===== config.mk =====
export PLATFORM = sky130hd
export DESIGN_NAME = scalar_kalman_filter
export DESIGN_NICKNAME = d
export VERILOG_FILES = /design/src/hw/rtl/skf_pkg.sv /design/src/hw/rtl/skf_div.sv /design/src/hw/rtl/skf_mul.sv /design/src/hw/rtl/scalar_kalman_filter.sv
export VERILOG_INCLUDE_DIRS = /design/src /design/src/hw/rtl
export SDC_FILE = /design/constraint.sdc
export NUM_CORES = 2
export LEC_CHECK = 0
export BUFFER_PORTS_ARGS = -buffer_cell sky130_fd_sc_hd__buf_2
export CORE_ASPECT_RATIO = 1.1
export CORE_MARGIN = 8
export CORE_UTILIZATION = 50
export CTS_CLUSTER_DIAMETER = 120
export CTS_CLUSTER_SIZE = 24
export DETAILED_ROUTE_END_ITERATION = 12
export MAX_ROUTING_LAYER = met4
export PLACE_DENSITY = 0.77
export SYNTH_ARGS = -nofsm -noshare
export SYNTH_HDL_FRONTEND = slang
export SYNTH_SLANG_ARGS = --single-unit

===== constraint.sdc =====
create_clock -name clk -period 5.62 [get_ports clk]
set_clock_uncertainty 0.2 [all_clocks]
set_input_delay 0.562 -clock clk [delete_from_list [all_inputs] [get_ports clk]]
set_output_delay 0.562 -clock clk [all_outputs]
set_load 0.05 [all_outputs]

===== src/hw/rtl/scalar_kalman_filter_defines.svh =====
// ---------------------------------------------------------------------------
// Scalar Kalman filter assertion macros
// Concurrent checks clocked on clk and disabled while rst_n is low.
// ---------------------------------------------------------------------------
`ifndef SCALAR_KALMAN_FILTER_DEFINES_SVH
`define SCALAR_KALMAN_FILTER_DEFINES_SVH

`ifndef SYNTH

// same-cycle implication
`define SKF_ASSERT_IMPL(label, ante, cons, msg) \
    label: assert property (@(posedge clk) disable iff (!rst_n) (ante) |-> (cons)) \
        else $error(msg);

// next-cycle implication
`define SKF_ASSERT_NEXT(label, ante, cons, msg) \
    label: assert property (@(posedge clk) disable iff (!rst_n) (ante) |=> (cons)) \
        else $error(msg);

`else

`define SKF_ASSERT_IMPL(label, ante, cons, msg)
`define SKF_ASSERT_NEXT(label, ante, cons, msg)

`endif

`endif


===== src/hw/rtl/skf_pkg.sv =====
// ---------------------------------------------------------------------------
// Scalar Kalman filter package
// Widths, register indexes, payload types and controller states.
// ---------------------------------------------------------------------------
`timescale 1ns / 1ps
`default_nettype none

package skf_pkg;

    localparam int DATA_WIDTH      = 32;
    localparam int FRAC_BITS       = 16;
    localparam int GAIN_WIDTH      = FRAC_BITS + 1;
    localparam int CFG_INDEX_WIDTH = 2;

    localparam logic [DATA_WIDTH-1:0] ONE_DATA = DATA_WIDTH'(1) << FRAC_BITS;
    localparam logic [GAIN_WIDTH-1:0] ONE_GAIN = GAIN_WIDTH'(1) << FRAC_BITS;

    localparam logic [CFG_INDEX_WIDTH-1:0] REG_PROCESS_NOISE     = CFG_INDEX_WIDTH'(0);
    localparam logic [CFG_INDEX_WIDTH-1:0] REG_MEASUREMENT_NOISE = CFG_INDEX_WIDTH'(1);
    localparam logic [CFG_INDEX_WIDTH-1:0] REG_INITIAL_VARIANCE  = CFG_INDEX_WIDTH'(2);

    typedef struct packed {
        logic signed [DATA_WIDTH-1:0] measurement;
        logic                         restart;
    } skf_in_t;

    typedef struct packed {
        logic signed [DATA_WIDTH-1:0] estimate;
        logic        [DATA_WIDTH-1:0] variance;
        logic        [GAIN_WIDTH-1:0] gain;
    } skf_out_t;

    typedef struct packed {
        logic busy;
        logic done;
    } skf_unit_status_t;

    typedef enum logic [2:0] {
        S_IDLE,
        S_PRED,
        S_GAIN,
        S_DIV,
        S_MUL,
        S_FINISH
    } skf_state_t;

endpackage

`default_nettype wire


===== src/hw/rtl/skf_div.sv =====
// ---------------------------------------------------------------------------
// Bit-serial fractional divider
// Restoring long division, one quotient bit per cycle, num <= den assumed.
// ---------------------------------------------------------------------------
`timescale 1ns / 1ps
`default_nettype none

module skf_div
    import skf_pkg::*;
#(
    parameter int DEN_WIDTH = DATA_WIDTH + 1,
    parameter int Q_BITS    = FRAC_BITS + 1
)
(
    input  wire logic                 clk,
    input  wire logic                 rst_n,
    input  wire logic                 start,
    input  wire logic [DEN_WIDTH-1:0] num,
    input  wire logic [DEN_WIDTH-1:0] den,
    output skf_unit_status_t          status,
    output logic      [Q_BITS-1:0]    quotient
);

    localparam int REM_WIDTH = DEN_WIDTH + 1;
    localparam int CNT_WIDTH = $clog2(Q_BITS + 1);
    localparam logic [CNT_WIDTH-1:0] LAST = CNT_WIDTH'(Q_BITS - 1);

    logic [REM_WIDTH-1:0] rem_reg;
    logic [REM_WIDTH-1:0] rem_next;
    logic [DEN_WIDTH-1:0] den_reg;
    logic [Q_BITS-1:0]    q_reg;
    logic [Q_BITS-1:0]    q_next;
    logic [CNT_WIDTH-1:0] cnt_reg;
    logic                 busy_reg;
    logic                 done_reg;
    logic [REM_WIDTH-1:0] trial;
    logic [REM_WIDTH-1:0] den_ext;

    assign den_ext = {1'b0, den_reg};

    always_comb
    begin
        // the first step compares the numerator unshifted (integer bit)
        trial = (cnt_reg == '0) ? rem_reg : {rem_reg[REM_WIDTH-2:0], 1'b0};
        if (trial >= den_ext)
        begin
            rem_next = trial - den_ext;
            q_next   = {q_reg[Q_BITS-2:0], 1'b1};
        end
        else
        begin
            rem_next = trial;
            q_next   = {q_reg[Q_BITS-2:0], 1'b0};
        end
    end

    always_ff @(posedge clk or negedge rst_n)
    begin
        if (!rst_n)
        begin
            busy_reg <= 1'b0;
            done_reg <= 1'b0;
            cnt_reg  <= '0;
        end
        else
        begin
            done_reg <= 1'b0;
            if (start)
            begin
                busy_reg <= 1'b1;
                cnt_reg  <= '0;
            end
            else if (busy_reg)
            begin
                cnt_reg <= cnt_reg + CNT_WIDTH'(1);
                if (cnt_reg == LAST)
                begin
                    busy_reg <= 1'b0;
                    done_reg <= 1'b1;
                end
            end
        end
    end

    always_ff @(posedge clk)
    begin
        if (start)
        begin
            rem_reg <= {1'b0, num};
            den_reg <= den;
            q_reg   <= '0;
        end
        else if (busy_reg)
        begin
            rem_reg <= rem_next;
            q_reg   <= q_next;
        end
    end

    assign status.busy = busy_reg;
    assign status.done = done_reg;
    assign quotient    = q_reg;

endmodule

`default_nettype wire


===== src/hw/rtl/skf_mul.sv =====
// ---------------------------------------------------------------------------
// Bit-serial rounding multiplier
// Shift-add over the multiplier bits, MSB first, then round half up.
// ---------------------------------------------------------------------------
`timescale 1ns / 1ps
`default_nettype none

module skf_mul
    import skf_pkg::*;
#(
    parameter int A_WIDTH    = DATA_WIDTH,
    parameter int B_WIDTH    = GAIN_WIDTH,
    parameter int ROUND_BITS = FRAC_BITS
)
(
    input  wire logic                                      clk,
    input  wire logic                                      rst_n,
    input  wire logic                                      start,
    input  wire logic [A_WIDTH-1:0]                        a,
    input  wire logic [B_WIDTH-1:0]                        b,
    output skf_unit_status_t                               status,
    output logic      [A_WIDTH+B_WIDTH-ROUND_BITS-1:0]     product
);

    localparam int ACC_WIDTH = A_WIDTH + B_WIDTH;
    localparam int CNT_WIDTH = $clog2(B_WIDTH + 1);
    localparam logic [CNT_WIDTH-1:0] ROUND_STEP = CNT_WIDTH'(B_WIDTH);
    localparam logic [ACC_WIDTH-1:0] HALF = ACC_WIDTH'(1) << (ROUND_BITS - 1);

    logic [A_WIDTH-1:0]   a_reg;
    logic [B_WIDTH-1:0]   b_reg;
    logic [ACC_WIDTH-1:0] acc_reg;
    logic [ACC_WIDTH-1:0] acc_next;
    logic [CNT_WIDTH-1:0] cnt_reg;
    logic                 busy_reg;
    logic                 done_reg;

    always_comb
    begin
        if (cnt_reg == ROUND_STEP)
        begin
            acc_next = acc_reg + HALF;
        end
        else if (b_reg[B_WIDTH-1])
        begin
            acc_next = {acc_reg[ACC_WIDTH-2:0], 1'b0} + ACC_WIDTH'(a_reg);
        end
        else
        begin
            acc_next = {acc_reg[ACC_WIDTH-2:0], 1'b0};
        end
    end

    always_ff @(posedge clk or negedge rst_n)
    begin
        if (!rst_n)
        begin
            busy_reg <= 1'b0;
            done_reg <= 1'b0;
            cnt_reg  <= '0;
        end
        else
        begin
            done_reg <= 1'b0;
            if (start)
            begin
                busy_reg <= 1'b1;
                cnt_reg  <= '0;
            end
            else if (busy_reg)
            begin
                cnt_reg <= cnt_reg + CNT_WIDTH'(1);
                if (cnt_reg == ROUND_STEP)
                begin
                    busy_reg <= 1'b0;
                    done_reg <= 1'b1;
                end
            end
        end
    end

    always_ff @(posedge clk)
    begin
        if (start)
        begin
            a_reg   <= a;
            b_reg   <= b;
            acc_reg <= '0;
        end
        else if (busy_reg)
        begin
            acc_reg <= acc_next;
            b_reg   <= {b_reg[B_WIDTH-2:0], 1'b0};
        end
    end

    assign status.busy = busy_reg;
    assign status.done = done_reg;
    assign product     = acc_reg[ACC_WIDTH-1:ROUND_BITS];

endmodule

`default_nettype wire


===== src/hw/rtl/scalar_kalman_filter.sv =====
// ---------------------------------------------------------------------------
// Scalar Kalman filter
// One-dimensional estimate and variance tracker, one measurement per word.
// ---------------------------------------------------------------------------
// Input words (measurement, restart) arrive on in_valid/in_ready; each gives
// one result word (estimate, variance, gain) on out_valid/out_ready.
// Noise and initial variance registers are written through cfg_write,
// cfg_index and cfg_data; write them only while no word is in flight.
// Each word passes the bit-serial gain divider (FRAC_BITS + 1 steps, with
// FRAC_BITS = 16) and then the two bit-serial multipliers that run side by
// side (FRAC_BITS + 1 steps plus a rounding step). A new word is taken only
// after the previous result is registered, so words do not overlap.
// The result sits in an output register, so a stalled receiver does not
// hold up the next word; if the previous result is still unread when the
// next finishes, the block waits in its last step until out_ready.
// Reset clears the estimate to zero, sets the variance to one, sets the
// noise registers to 0 and 1.0 and the initial variance to 1.0.
// ---------------------------------------------------------------------------
`timescale 1ns / 1ps
`default_nettype none

`include "scalar_kalman_filter_defines.svh"

module scalar_kalman_filter
    import skf_pkg::*;
(
    input  wire logic                       clk,
    input  wire logic                       rst_n,
    input  wire logic                       cfg_write,
    input  wire logic [CFG_INDEX_WIDTH-1:0] cfg_index,
    input  wire logic [DATA_WIDTH-1:0]      cfg_data,
    input  wire logic                       in_valid,
    output logic                            in_ready,
    input  wire skf_in_t                    in_data,
    output logic                            out_valid,
    input  wire logic                       out_ready,
    output skf_out_t                        out_data
);

    localparam int W       = DATA_WIDTH;
    localparam int EST_P_W = (W + 1) + GAIN_WIDTH - FRAC_BITS;
    localparam int VAR_P_W = W + GAIN_WIDTH - FRAC_BITS;

    skf_state_t state_reg;
    skf_state_t state_next;

    logic [W-1:0] q_reg;
    logic [W-1:0] r_reg;
    logic [W-1:0] p0_reg;

    logic signed [W-1:0] est_reg;
    logic signed [W-1:0] est_next;
    logic        [W-1:0] var_reg;
    logic        [W-1:0] var_next;
    logic signed [W-1:0] z_reg;
    logic        [W-1:0] pp_reg;
    logic        [W-1:0] pp_next;
    logic        [W:0]   mag_reg;
    logic        [W:0]   mag_next;
    logic                neg_reg;
    logic                den_zero_reg;
    logic [GAIN_WIDTH-1:0] gain_reg;
    logic [GAIN_WIDTH-1:0] gain_next;

    skf_out_t out_reg;
    logic     out_valid_reg;

    logic     accept;
    logic     slot_free;
    logic     div_start;
    logic     mul_start;
    logic     finish_fire;

    logic [W:0] pred_sum;
    logic [W:0] den;
    logic [W:0] diff_pos;
    logic [W:0] diff_neg;
    logic [W:0] est_ext;
    logic [W:0] est_sum;

    skf_unit_status_t    div_status;
    skf_unit_status_t    mul_est_status;
    skf_unit_status_t    mul_var_status;
    logic [GAIN_WIDTH-1:0] quotient;
    logic [EST_P_W-1:0]  est_prod;
    logic [VAR_P_W-1:0]  var_prod;

    // configuration registers; unknown indexes drop the write
    always_ff @(posedge clk or negedge rst_n)
    begin
        if (!rst_n)
        begin
            q_reg  <= '0;
            r_reg  <= ONE_DATA;
            p0_reg <= ONE_DATA;
        end
        else if (cfg_write)
        begin
            case (cfg_index)
                REG_PROCESS_NOISE:     q_reg  <= cfg_data;
                REG_MEASUREMENT_NOISE: r_reg  <= cfg_data;
                REG_INITIAL_VARIANCE:  p0_reg <= cfg_data;
                default:               ;
            endcase
        end
    end

    // next state
    always_comb
    begin
        state_next = state_reg;
        case (state_reg)
            S_IDLE:   if (in_valid) state_next = S_PRED;
            S_PRED:   state_next = S_GAIN;
            S_GAIN:   state_next = S_DIV;
            S_DIV:    if (div_status.done) state_next = S_MUL;
            S_MUL:    if (mul_est_status.done) state_next = S_FINISH;
            S_FINISH: if (slot_free) state_next = S_IDLE;
            default:  state_next = S_IDLE;
        endcase
    end

    // state outputs
    always_comb
    begin
        in_ready    = 1'b0;
        div_start   = 1'b0;
        mul_start   = 1'b0;
        finish_fire = 1'b0;
        case (state_reg)
            S_IDLE:   in_ready    = 1'b1;
            S_GAIN:   div_start   = 1'b1;
            S_DIV:    mul_start   = div_status.done;
            S_FINISH: finish_fire = slot_free;
            default:  ;
        endcase
    end

    assign accept    = in_valid && in_ready;
    assign slot_free = !out_valid_reg || out_ready;

    // prediction, saturating, and magnitude of the innovation
    assign pred_sum = {1'b0, var_reg} + {1'b0, q_reg};
    assign pp_next  = pred_sum[W] ? '1 : pred_sum[W-1:0];
    assign diff_pos = {z_reg[W-1], z_reg} - {est_reg[W-1], est_reg};
    assign diff_neg = {est_reg[W-1], est_reg} - {z_reg[W-1], z_reg};
    assign mag_next = (z_reg < est_reg) ? diff_neg : diff_pos;

    assign den = {1'b0, pp_reg} + {1'b0, r_reg};

    // zero denominator forces a zero gain
    assign gain_next = den_zero_reg ? '0 : quotient;

    // estimate moves by the rounded adjustment toward the measurement
    assign est_ext  = {est_reg[W-1], est_reg};
    assign est_sum  = neg_reg ? est_ext - est_prod[W:0] : est_ext + est_prod[W:0];
    assign est_next = est_sum[W-1:0];
    assign var_next = var_prod[W-1:0];

    always_ff @(posedge clk or negedge rst_n)
    begin
        if (!rst_n)
        begin
            state_reg     <= S_IDLE;
            est_reg       <= '0;
            var_reg       <= ONE_DATA;
            out_valid_reg <= 1'b0;
        end
        else
        begin
            state_reg <= state_next;
            if (accept && in_data.restart)
            begin
                est_reg <= in_data.measurement;
                var_reg <= p0_reg;
            end
            else if (finish_fire)
            begin
                est_reg <= est_next;
                var_reg <= var_next;
            end
            if (finish_fire)
            begin
                out_valid_reg <= 1'b1;
            end
            else if (out_ready)
            begin
                out_valid_reg <= 1'b0;
            end
        end
    end

    always_ff @(posedge clk)
    begin
        if (accept)
        begin
            z_reg <= in_data.measurement;
        end
        if (state_reg == S_PRED)
        begin
            pp_reg  <= pp_next;
            mag_reg <= mag_next;
            neg_reg <= (z_reg < est_reg);
        end
        if (div_start)
        begin
            den_zero_reg <= (den == '0);
        end
        if (mul_start)
        begin
            gain_reg <= gain_next;
        end
        if (finish_fire)
        begin
            out_reg.estimate <= est_next;
            out_reg.variance <= var_next;
            out_reg.gain     <= gain_reg;
        end
    end

    skf_div #(
        .DEN_WIDTH (W + 1),
        .Q_BITS    (GAIN_WIDTH)
    ) u_div (
        .clk      (clk),
        .rst_n    (rst_n),
        .start    (div_start),
        .num      ({1'b0, pp_reg}),
        .den      (den),
        .status   (div_status),
        .quotient (quotient)
    );

    skf_mul #(
        .A_WIDTH    (W + 1),
        .B_WIDTH    (GAIN_WIDTH),
        .ROUND_BITS (FRAC_BITS)
    ) u_mul_est (
        .clk     (clk),
        .rst_n   (rst_n),
        .start   (mul_start),
        .a       (mag_reg),
        .b       (gain_next),
        .status  (mul_est_status),
        .product (est_prod)
    );

    skf_mul #(
        .A_WIDTH    (W),
        .B_WIDTH    (GAIN_WIDTH),
        .ROUND_BITS (FRAC_BITS)
    ) u_mul_var (
        .clk     (clk),
        .rst_n   (rst_n),
        .start   (mul_start),
        .a       (pp_reg),
        .b       (ONE_GAIN - gain_next),
        .status  (mul_var_status),
        .product (var_prod)
    );

    assign out_valid = out_valid_reg;
    assign out_data  = out_reg;

    `SKF_ASSERT_IMPL(a_div_done_in_div, div_status.done, state_reg == S_DIV, "stray divide")
    `SKF_ASSERT_IMPL(a_mul_in_step, 1'b1, mul_est_status.done == mul_var_status.done, "mul skew")
    `SKF_ASSERT_IMPL(a_gain_le_one, out_valid_reg, out_reg.gain <= ONE_GAIN, "gain above one")
    `SKF_ASSERT_IMPL(a_var_not_grown, finish_fire, var_next <= pp_reg, "variance grew")
    `SKF_ASSERT_NEXT(a_result_held, finish_fire, out_valid_reg, "result not registered")

endmodule

`default_nettype wire


==> metrics.yaml <==
floorplan:
  fp.coreArea_um2: 81900
  fp.dieW_um: 290
  die_h_um: 318
  placementRows: 110
  die-area_um2: 92200
  ioPinCount: 155
  start_util_pct: 50.5
critical_path:
  max_stage_delay_ps: 420
  crit_slowest_cell: "dfxtp_1"
  path_cells: "inv_1, ha_1, nand2_1, nor2_1, nand2_1, nor4_1, buf_4, nand2_1, nor2_1, a21oi_1, xnor2_1, ha_1, a21o_1, a21o_1, a21oi_1, and2_1, o311ai_0, nand2_1, o2111ai_1, a21oi_1, xnor2_1, a221o_1"
  crit_type: "reg2reg"
  crit_buf_inv: 2
  reg2regPathDepth: 22
  cp_top_family: "compound AO/OA/AOI/OAI gates"
  rr_startpoint: "u_mul_est.acc_reg[17]$_SDFFE_PP0P_"
  cp_data_required_time_ps: 5910
  r2r-end: "est_reg[31]$_DFFE_PN0P_"
  r2r_setup_slack_ps: 780
  critPathMostFrequentCell: "nand2_1"
  worstPathArrival_ps: 5140
  start_kind: "flop"
  endpoint_kind: "flop"
  cp_max_fo: 10
min_path:
  hp-start: "cfg_data[13]"
  min_path_type: "in2reg"
  min_path_cells: 2
  min_delay_worst_endpoint: "q_reg[13]$_DFFE_PN0P_"
timing:
  fin_crit_ps: 4840
  rsz0062_at_grt: "false"
  setup_tns_ps: 0
  worst_slew_pin_slew_ps: 1110
  finalMaxSlewViolations: 0
  finalHoldViolCount: 0
  maxSlewHeadroom_pct: 26.0
  setup_viol: 0
  max_freq_mhz: 206
  finalCritPeriodShare_pct: 86.2
final_layout:
  drive_gt1_share_pct: 10.4
  fin_util_pct: 54.0
  area_growth_pct: 6.98
  fillCellCount: 7245
  fin_nets: 4713
  layout.cells.non_filler: 5461
  final_cell_mix: "nand2_1, a21oi_1, edfxtp_1"
  mostFrequentLayoutCell: "nand2_1"
  largest_reg_flops: 81
drt:
  drc: 0
  drt_iter0_drc: 3662
  viasPerCell: 6.14
  wl_per_cell_um: 21.2
  vias: 33500
  routed_wl_mm: 116
  drt_first_pass_iters: 6
  ant_nets: 0
pwr:
  powerDensity_nw_per_um2: 547
  p_leak_uw: 0.0183
  irDropWorstVdd_uv: 316
cts:
  path_clk_slew_ps: 100
  htreeDepth: 2
  cts_setup_buffers: 0
  cts_resized: 0
  numClockSinks: 660
  holdBufCountCts: 30
  cts_tree: "done"
  worstSkewPairLatency_ps: 610
  clockBufferDepth: 3
  cts_root_buffer: "clkbuf_16"
  numCtsBuffers: 34
synthesis:
  synth_seq_cells: 660
  synth_cell_types: 115
  netlist_instances: 4337
  seq_area_frac_synth_pct: 42.9
  syn-num-nets: 4683
  syn_area_um2: 41400
  synthFlopType: "edfxtp_1"
  synthArstFlopShare_pct: 27.9
  avgSynthCellArea_um2: 9.54
  synth-edff-count: 361
  yosys_warnings: 0
placed_design:
  dp_hpwl_mm: 86.1
  gp_congestion: 0.992
  dp.cells: 5365
  io_buffers: 154
status:
  status: "complete, no violations"
global_route:
  antenna_found_initial: 10
  grt_remaining_overflow: 0
  grt_use_total_pct: 24.7
  grt_max_degree: 128
  grt_pass1_vias: 31300
  grt_pass1_wl_mm: 180
flow_run:
  max_cap_violations: 0
## worst register-to-register path, cell delays in order, from the launching register on
cell and delay, ps:
dfxtp_1 420, inv_1 140, ha_1 200, nand2_1 60, nor2_1 250, nand2_1 150, nor4_1 290, buf_4 200
nand2_1 60, nor2_1 190, a21oi_1 120, xnor2_1 220, ha_1 350, a21o_1 210, a21o_1 190, a21oi_1 270
and2_1 200, o311ai_0 130, nand2_1 140, o2111ai_1 130, a21oi_1 210, xnor2_1 110, a221o_1 310
## area by class of cell
class | count | area [um^2] | area share, %
Sequential cell | 660 | 17800 | 40.1
Clock inverter | 6 | 75.1 | 0.170
Antenna cell | 4 | 10.0 | 0.0226
Clock buffer | 56 | 933 | 2.11
Multi-Input combinational cell | 3235 | 21900 | 49.5
Timing Repair Buffer | 224 | 1420 | 3.20
Tap cell | 1064 | 1330 | 3.01
Inverter | 212 | 806 | 1.82
## power by group
part	switching (uW)	internal, uW	leakage, uW
sequential	1450	6850	0.00653
combinational	7860	5220	0.0113
clock	1640	1180	0.000480
total	11000	13300	0.0183
## worst max-delay path by stage
stage / start / end / slack [ps] / depth (start not counted)
final: u_mul_est.acc_reg[17]$_SDFFE_PP0P_ / est_reg[31]$_DFFE_PN0P_ / 780 / 22
after global routing: u_mul_est.acc_reg[17]$_SDFFE_PP0P_ / est_reg[31]$_DFFE_PN0P_ / 440 / 22
after CTS: u_mul_est.acc_reg[17]$_SDFFE_PP0P_ / est_reg[31]$_DFFE_PN0P_ / 820 / 22
after detailed placement: u_mul_est.acc_reg[17]$_SDFFE_PP0P_ / est_reg[31]$_DFFE_PN0P_ / 860 / 22
after global placement: u_mul_est.acc_reg[17]$_SDFFE_PP0P_ / est_reg[31]$_DFFE_PN0P_ / 900 / 22
after floorplan: state_reg[0]$_DFFE_PN0P_ / gain_reg[0]$_DFFE_PP_ / 730 / 8
## cell usage after synthesis (all sizes together) (43+ instances only)
cell type	instances	area, um^2
a21o	128	961
nand2b	50	313
xnor2	181	1590
nand4	55	344
and3	45	282
buf	70	352
xor2	74	648
o21bai	45	338
nand2	433	1630
clkbuf	160	607
nand3	94	470
ha	266	3330
a31oi	56	372
mux2i	54	541
edfxtp	361	10800
mux2	136	1540
inv	211	792
o21ai	272	1380
dfxtp	115	2300
nor2	339	1270
nor3	129	681
a21oi	370	1870
a22oi	43	323
dfrtp	181	4530
a211oi	67	526
## routing by layer
metal	track usage (%)	share of wire, %	routed length (um)	vias to the layer above
met4	5.52	2.2	2560	0
met2	36.1	43	49500	1348
met5	-	0	0	-
met3	3.29	8.3	9560	149
met1	36.3	47	54000	16200
li1	-	-	-	15900
## stage by stage
step	hold WS (ps)	area, um^2	setup WS [ps]	power (uW)
6_report	34.5	44200	776	24200
5_1_grt	8.64	44200	442	25900
4_1_cts	8.06	44200	825	24000
3_5_place_dp	205	42900	865	21100
3_3_place_gp	201	42900	904	20900
2_1_floorplan	66.4	41400	733	17600
## cells by family (layout without fill, tap and decap cells)
logic type	after synthesis	after routing	synth area share [%]
adders and majority gates	274	274	8.43
and+or+nand+nor	1291	1291	14.6
DFF	660	660	42.9
AOI/OAI and AO/OA	1225	1225	19.4
other	0	4	0
xor gates and xnor gates	255	255	5.40
buffers and inverters	442	498	4.24
muxes	190	190	5.02
(Power assumes the default switching activity.)
